## src/sdlp_pkg.sv

```systemverilog
package sdlp_pkg;

   // one received byte with its line-status flag
   typedef struct packed {
      logic [7:0] rx_byte;
      logic       rx_error;
   } req_type;

   // one parsed line result
   typedef struct packed {
      logic signed [20:0] value;
      logic [1:0]         status;
   } rsp_type;

   // classified byte as held in the queue
   typedef struct packed {
      logic       rx_err;
      logic       is_cr;
      logic       is_n;
      logic       is_plus;
      logic       is_minus;
      logic       is_digit;
      logic [3:0] digit;
   } tok_type;

   // queue status seen by front and back
   typedef struct packed {
      logic full;
      logic empty;
   } qstat_type;

   // status codes
   localparam logic [1:0] ST_OK      = 2'd0;
   localparam logic [1:0] ST_FORMAT  = 2'd1;
   localparam logic [1:0] ST_LONG    = 2'd2;
   localparam logic [1:0] ST_RECEIVE = 2'd3;

   // characters
   localparam logic [7:0] CHAR_CR    = 8'h0D;
   localparam logic [7:0] CHAR_N     = 8'h4E;
   localparam logic [7:0] CHAR_PLUS  = 8'h2B;
   localparam logic [7:0] CHAR_MINUS = 8'h2D;
   localparam logic [7:0] CHAR_ZERO  = 8'h30;
   localparam logic [7:0] CHAR_NINE  = 8'h39;

   // magnitude limits
   localparam logic [19:0] MAG_MAX   = 20'hFFFFF;
   localparam logic [19:0] MAG_LIMIT = 20'd104857;

   // queue between front and back
   localparam int QUEUE_DEPTH = 4;
   localparam int QPTR_W      = 2;

endpackage

```

## src/sdlp_front.sv

```systemverilog
module sdlp_front (
   input  logic               req_valid,
   output logic               req_stall,
   input  sdlp_pkg::req_type   req_data,
   input  sdlp_pkg::qstat_type q_stat,
   output logic               push,
   output sdlp_pkg::tok_type   tok
);
   import sdlp_pkg::*;

   logic good;

   assign good      = ~req_data.rx_error;
   assign req_stall = q_stat.full;
   assign push      = req_valid & ~q_stat.full;

   always_comb begin
      tok          = '0;
      tok.rx_err   = req_data.rx_error;
      tok.is_cr    = good && (req_data.rx_byte == CHAR_CR);
      tok.is_n     = (req_data.rx_byte == CHAR_N);
      tok.is_plus  = (req_data.rx_byte == CHAR_PLUS);
      tok.is_minus = (req_data.rx_byte == CHAR_MINUS);
      tok.is_digit = (req_data.rx_byte >= CHAR_ZERO) && (req_data.rx_byte <= CHAR_NINE);
      // low nibble of '0'..'9' is the digit value
      tok.digit    = req_data.rx_byte[3:0];
   end

endmodule

```

## src/sdlp_queue.sv

```systemverilog
module sdlp_queue (
   input  logic               clock,
   input  logic               reset,
   input  logic               push,
   input  sdlp_pkg::tok_type   wdata,
   input  logic               pop,
   output sdlp_pkg::tok_type   rdata,
   output sdlp_pkg::qstat_type q_stat
);
   import sdlp_pkg::*;

   tok_type             mem_ff [QUEUE_DEPTH];
   logic [QPTR_W-1:0]   wr_ptr_ff, wr_ptr_in;
   logic [QPTR_W-1:0]   rd_ptr_ff, rd_ptr_in;
   logic [QPTR_W:0]     cnt_ff, cnt_in;

   assign q_stat.full  = (cnt_ff == (QPTR_W+1)'(QUEUE_DEPTH));
   assign q_stat.empty = (cnt_ff == '0);
   assign rdata        = mem_ff[rd_ptr_ff];

   always_comb begin
      wr_ptr_in = push ? wr_ptr_ff + 1'b1 : wr_ptr_ff;
      rd_ptr_in = pop ? rd_ptr_ff + 1'b1 : rd_ptr_ff;
      cnt_in    = cnt_ff;
      if (push && !pop) begin
         cnt_in = cnt_ff + 1'b1;
      end else if (pop && !push) begin
         cnt_in = cnt_ff - 1'b1;
      end
   end

   always_ff @(posedge clock) begin
      if (reset) begin
         wr_ptr_ff <= '0;
         rd_ptr_ff <= '0;
         cnt_ff    <= '0;
      end else begin
         wr_ptr_ff <= wr_ptr_in;
         rd_ptr_ff <= rd_ptr_in;
         cnt_ff    <= cnt_in;
      end
   end

   always_ff @(posedge clock) begin
      if (push) begin
         mem_ff[wr_ptr_ff] <= wdata;
      end
   end

endmodule

```

## src/sdlp_back.sv

```systemverilog
module sdlp_back #(
   parameter int LINE_CHARS = 8
) (
   input  logic               clock,
   input  logic               reset,
   input  sdlp_pkg::qstat_type q_stat,
   input  sdlp_pkg::tok_type   tok,
   output logic               pop,
   output logic               rsp_valid,
   input  logic               rsp_stall,
   output sdlp_pkg::rsp_type   rsp_data
);
   import sdlp_pkg::*;

   localparam logic [3:0] LineCharsC = 4'(LINE_CHARS);

   logic [3:0]  count_ff, count_in;
   logic [19:0] mag_ff, mag_in;
   logic        neg_ff, neg_in;
   logic [1:0]  err_ff, err_in;
   logic        rsp_valid_ff, rsp_valid_in;
   rsp_type     rsp_data_ff, rsp_data_in;

   logic        slot_free;
   logic [23:0] mag_next;
   logic [1:0]  end_status;
   logic [20:0] mag_wide;

   assign slot_free = ~rsp_valid_ff | ~rsp_stall;
   // a line end needs the output slot, other words never wait
   assign pop       = ~q_stat.empty & (~tok.is_cr | slot_free);

   assign mag_next = 24'({mag_ff, 3'b000}) + 24'({mag_ff, 1'b0}) + 24'(tok.digit);
   assign mag_wide = {1'b0, mag_ff};

   always_comb begin
      end_status = err_ff;
      if (err_ff == ST_OK && count_ff != LineCharsC) begin
         end_status = ST_FORMAT;
      end
   end

   always_comb begin
      count_in     = count_ff;
      mag_in       = mag_ff;
      neg_in       = neg_ff;
      err_in       = err_ff;
      rsp_valid_in = rsp_valid_ff & rsp_stall;
      rsp_data_in  = rsp_data_ff;
      if (pop) begin
         if (tok.rx_err) begin
            if (err_ff == ST_OK) begin
               err_in = ST_RECEIVE;
            end
         end else if (tok.is_cr) begin
            rsp_valid_in       = 1'b1;
            rsp_data_in.status = end_status;
            rsp_data_in.value  = '0;
            if (end_status == ST_OK) begin
               rsp_data_in.value = neg_ff ? -mag_wide : mag_wide;
            end
            count_in = '0;
            mag_in   = '0;
            neg_in   = 1'b0;
            err_in   = ST_OK;
         end else if (err_ff == ST_OK) begin
            if (count_ff >= LineCharsC) begin
               err_in = ST_LONG;
            end else begin
               count_in = count_ff + 1'b1;
               if (count_ff == 4'd0) begin
                  if (!tok.is_n) begin
                     err_in = ST_FORMAT;
                  end
               end else if (count_ff == 4'd1) begin
                  if (tok.is_minus) begin
                     neg_in = 1'b1;
                  end else if (!tok.is_plus) begin
                     err_in = ST_FORMAT;
                  end
               end else if (!tok.is_digit) begin
                  err_in = ST_FORMAT;
               end else if (mag_ff > MAG_LIMIT || mag_next > 24'(MAG_MAX)) begin
                  mag_in = MAG_MAX;
               end else begin
                  mag_in = mag_next[19:0];
               end
            end
         end
      end
   end

   always_ff @(posedge clock) begin
      if (reset) begin
         count_ff     <= '0;
         mag_ff       <= '0;
         neg_ff       <= 1'b0;
         err_ff       <= ST_OK;
         rsp_valid_ff <= 1'b0;
      end else begin
         count_ff     <= count_in;
         mag_ff       <= mag_in;
         neg_ff       <= neg_in;
         err_ff       <= err_in;
         rsp_valid_ff <= rsp_valid_in;
      end
   end

   always_ff @(posedge clock) begin
      rsp_data_ff <= rsp_data_in;
   end

   assign rsp_valid = rsp_valid_ff;
   assign rsp_data  = rsp_data_ff;

endmodule

```

## src/signed_decimal_line_parser_core.sv

```systemverilog
// signed decimal line parser
//
// req channel: one received serial word per item (character plus the
// receiver's line-status error flag). lines read 'N', a sign, then
// LINE_CHARS-2 decimal digits, and end with a carriage return.
// rsp channel: one word per carriage return, signed value and status
// (ok, bad format or length, line too long, receive error). value is
// zero whenever status is not ok. other characters give no word.
// words flagged with a receive error never end a line.
// throughput: one req word per cycle while req_stall is low. a
// classified word sits in a four-entry queue, the back end takes one a
// cycle (a line end only with a free rsp slot) and updates the line
// state; a line end shows on rsp in the cycle after it leaves the queue.
// a rsp stall holds line ends, and words behind them, in the queue;
// req_stall rises once full; reset clears queue, line state, rsp_valid.
module signed_decimal_line_parser_core #(
   parameter int LINE_CHARS = 8
) (
   input  logic             clock,
   input  logic             reset,
   input  logic             req_valid,
   output logic             req_stall,
   input  sdlp_pkg::req_type req_data,
   output logic             rsp_valid,
   input  logic             rsp_stall,
   output sdlp_pkg::rsp_type rsp_data
);
   import sdlp_pkg::*;

   // front to queue
   logic      push;
   tok_type   tok_wr;
   // queue to back
   tok_type   tok_rd;
   logic      pop;
   qstat_type q_stat;

   // classify incoming characters
   sdlp_front u_front (
      .req_valid (req_valid),
      .req_stall (req_stall),
      .req_data  (req_data),
      .q_stat    (q_stat),
      .push      (push),
      .tok       (tok_wr)
   );

   // short queue decoupling acceptance from the line state update
   sdlp_queue u_queue (
      .clock  (clock),
      .reset  (reset),
      .push   (push),
      .wdata  (tok_wr),
      .pop    (pop),
      .rdata  (tok_rd),
      .q_stat (q_stat)
   );

   // line state, accumulate and the result register
   sdlp_back #(
      .LINE_CHARS (LINE_CHARS)
   ) u_back (
      .clock     (clock),
      .reset     (reset),
      .q_stat    (q_stat),
      .tok       (tok_rd),
      .pop       (pop),
      .rsp_valid (rsp_valid),
      .rsp_stall (rsp_stall),
      .rsp_data  (rsp_data)
   );

`ifndef SYNTH
   // failed lines carry a zero value
   a_err_zero : assert property (@(posedge clock) disable iff (reset)
      (rsp_valid && rsp_data.status != ST_OK) |-> (rsp_data.value == '0))
      else $error("nonzero value on failed line");

   // queue cannot be full and empty at once
   a_q_sane : assert property (@(posedge clock) disable iff (reset)
      !(q_stat.full && q_stat.empty))
      else $error("queue full and empty together");

   // an accepted word is held in the queue the next cycle
   a_push_held : assert property (@(posedge clock) disable iff (reset)
      (req_valid && !req_stall) |=> !q_stat.empty)
      else $error("accepted word lost");

   // nothing is drained from an empty queue
   a_no_underflow : assert property (@(posedge clock) disable iff (reset)
      q_stat.empty |-> !pop)
      else $error("pop from empty queue");
`endif

endmodule
```

## config.mk

```make
export PLATFORM = sky130hd
export DESIGN_NAME = signed_decimal_line_parser_core
export DESIGN_NICKNAME = d
export VERILOG_FILES = /design/src/sdlp_pkg.sv /design/src/sdlp_front.sv /design/src/sdlp_queue.sv /design/src/sdlp_back.sv /design/src/signed_decimal_line_parser_core.sv
export SDC_FILE = /design/constraint.sdc
export NUM_CORES = 1
export LEC_CHECK = 0
export BUFFER_PORTS_ARGS = -buffer_cell sky130_fd_sc_hd__buf_2
export CAP_MARGIN = 20
export CORE_MARGIN = 1
export CORE_UTILIZATION = 40
export CTS_BUF_LIST = sky130_fd_sc_hd__clkbuf_8
export DETAILED_ROUTE_END_ITERATION = 12
export GPL_TIMING_DRIVEN = 1
export HOLD_SLACK_MARGIN = 0.15
export PLACE_DENSITY = 0.62
export SLEW_MARGIN = 20
export SYNTH_ARGS = -nofsm -noshare
export SYNTH_HDL_FRONTEND = slang
export SYNTH_SLANG_ARGS = --single-unit
```

## constraint.sdc

```tcl
create_clock -name clock -period 9.5 [get_ports clock]
set_input_delay 1.425 -clock clock [delete_from_list [all_inputs] [get_ports clock]]
set_output_delay 1.425 -clock clock [all_outputs]
set_load 0.01 [all_outputs]
```

==> qor.csv <==
stage,metric,value,unit
run_status,status,finished clean,
pwr,ir_drop,0.122,mV
global_route,grt_pass1_wl,18800,um
setup_path,cpPeakStageDelay,750,ps
floorplan,die_h,120,um
logic_synthesis,synthCells,489,
global_route,grt_overflow,0,
setup_path,critPathCaptureType,register,
sta,hold_ws,532,ps
sta,max_freq,208,MHz
sta,setup_slack,4680,ps
placed_design,hpwl,8430,um
setup_path,cp_common_cell,fa_1,
sta,drv_slew,0,
sta,fin_worst_skew,13.4,ps
logic_synthesis,ys_types,59,
finish,stdcell_area,6130,um^2
floorplan,fp-row-count,42,
clock_network,clk_pin_slew_worst_paths,90,ps
route,drtIter0Drc,287,
finish,diodes,0,
clock_network,h-tree-depth,3,
logic_synthesis,ys_seq_area_share,47.3,%
pwr,power,1.13,mW
route,wire_per_inst,16.3,um
route,drc,0,
sta,tns,0,ps
setup_path,crit_chain,"mux4_2, fa_1, fa_1, a211oi_2, o21ai_1, a31o_1, a31o_2, o31a_1, nor4b_1, o41a_1, a221o_1",
clock_network,cts_hold_buf,0,
setup_path,startpoint_type,register,
floorplan,die-area,14400,um^2
pwr,power_leakage,2.51,nW
floorplan,pin_count,38,
setup_path,worstPathRequired,9750,ps
logic_synthesis,syn_area,5570,um^2
floorplan,start_util,41.5,%
placed_design,placedInstanceArea,5920,um^2
sta,worstMarginPinSlew,740,ps
route,antenna_left,0,
logic_synthesis,yosysWarningCount,0,
pwr,p_per_area,184,nW/um^2
clock_network,cts_buffers,9,
sta,finalCritPeriodShare,50.7,%
finish,fin_cells,702,
logic_synthesis,synth_nets,554,
global_route,grt_pass1_vias,3729,
global_route,grt_max_degree,25,
sta,post-route-min-period,4820,ps
route,vias,3882,
finish,utilization,45.7,%
logic_synthesis,async_flop_share,0,%
min_path,hold_path.class,reg -> reg,
sta,slew_headroom,50.7,%
clock_network,insertion_delay,360,ps
setup_path,crit_slowest_cell,dfxtp_1,
clock_network,clock_sinks,100,
finish,nets,586,
finish,syn2layout_area_growth,10.1,%
placed_design,place.gp.congestion,0.875,
global_route,track_usage,16.6,%
route,viasPerCell,5.53,
global_route,antenna_found_initial,0,
route,wl,11400,um
sta,setup_violations,0,
finish,drive_gt1_share,14.1,%
floorplan,coreArea,13400,um^2
setup_path,cp.arrival,5060,ps
logic_synthesis,synthFlopType,edfxtp_1,
clock_network,cts_tree,yes,
placed_design,port_buffers,37,
setup_path,r2r_cells,11,
setup_path,crit_type,reg -> reg,
sta,hold_viol,0,
clock_network,cts_setup_buffers,0,
clock_network,cts.path.max_buffers,2,
logic_synthesis,synth_seq_cells,100,
route,drtPass1Iterations,4,
clock_network,cts_resized,0,
setup_path,ff2ff_setup_slack,4680,ps
logic_synthesis,syn_avg_cell_area,11.4,um^2
placed_design,place_ws,4650,ps
min_path,whs_path_depth,2,
floorplan,fp.dieW,120,um
flow_run,cap_violations,0,
setup_path,crit_fanout,20,
sta,grt_setup_unrepaired,false,
logic_synthesis,synth_edf_count,63,
placed_design,placed_cells,686,
clock_network,cts_root_buf,clkbuf_8,
==> logic make-up after synthesis <==
kind of cell | synth area share, %
buffers and inverters | 2.34
DFF | 47.3
adders and majority gates | 12.1
AOI/OAI and AO/OA | 12.7
and+or+nand+nor | 14.5
xor gates and xnor gates | 6.45
muxes | 4.59
==> per-layer routing <==
layer / vias up / GRT usage (%) / share of wire [%]
li1: 1918 / - / -
met2: 74 / 27.8 / 48
met4: 0 / 3.98 / 0.92
met5: - / 0 / 0
met3: 9 / 3.04 / 3.1
met1: 1881 / 22.2 / 48
==> critical path, delay by kind of cell, from the launching register on <==
kind,cells,cell delay (ps)
AO/OA/AOI/OAI,7,2180
adder cells (fa/ha/maj),2,1010
AND/OR/NAND/NOR,1,160
multiplexers,1,600
flip-flops,1,750
==> state kept, by name (all words and copies together) (netlist names), named ones only <==
signal and cells:
u_queue.cnt_ff 3, u_queue.mem_ff 40, u_back.count_ff 4, u_back.rsp_valid 1, u_queue.rd_ptr_ff 2, u_back.neg_ff 1, u_back.mag_ff 20, u_back.rsp_data 23
u_queue.wr_ptr_ff 2, u_back.err_ff 2
==> Yosys cell counts, types with 8 or more instances <==
library cell / n / area [um^2]
xor2_1: 29 / 254
nand2_1: 26 / 97.6
mux4_2: 10 / 225
inv_1: 11 / 41.3
a21o_1: 8 / 60.1
dfxtp_1: 37 / 741
nor2b_1: 9 / 56.3
edfxtp_1: 63 / 1890
clkbuf_1: 14 / 52.6
nor2_1: 56 / 210
a221o_1: 20 / 200
xnor2_1: 12 / 105
o21ai_0: 9 / 45.0
nor3_1: 13 / 65.1
a21oi_1: 21 / 105
ha_1: 49 / 613
==> final cells by class <==
type                       instances  area [um^2]
clock inverter                     4         47.5
fill                            1246         7270
inverter                          11         41.3
sequential                       100         2630
multi-input combinational        359         2810
tap                              176          220
clock buffer                      12          165
timing repair buffer              40          208
==> report_power, final <==
group          internal [mW]  switching, mW  leakage [nW]
Clock                  0.143          0.137         0.114
Combinational          0.117          0.161          1.53
Sequential             0.529         0.0418         0.868
Total                  0.789          0.339          2.51
==> worst paths after layout <==
kind / startpoint / endpoint
worst max-delay path: register / u_back.mag_ff[19]
worst min-delay path: u_queue.cnt_ff[2] / u_queue.cnt_ff[2]
worst max register to register: register / u_back.mag_ff[19]
worst min register to register: u_queue.cnt_ff[2] / u_queue.cnt_ff[2]
==> cells in the final DEF (no fill, tap or decap), types with 20 or more instances in the layout <==
cell type | Yosys | routed
nand2_1 | 26 | 26
a221o_1 | 20 | 20
nor2_1 | 56 | 56
edfxtp_1 | 63 | 63
a21oi_1 | 21 | 21
dfxtp_1 | 37 | 37
xor2_1 | 29 | 29
buf_2 | 2 | 37
ha_1 | 49 | 49
Note: power is estimated with default switching activity, not from simulation.
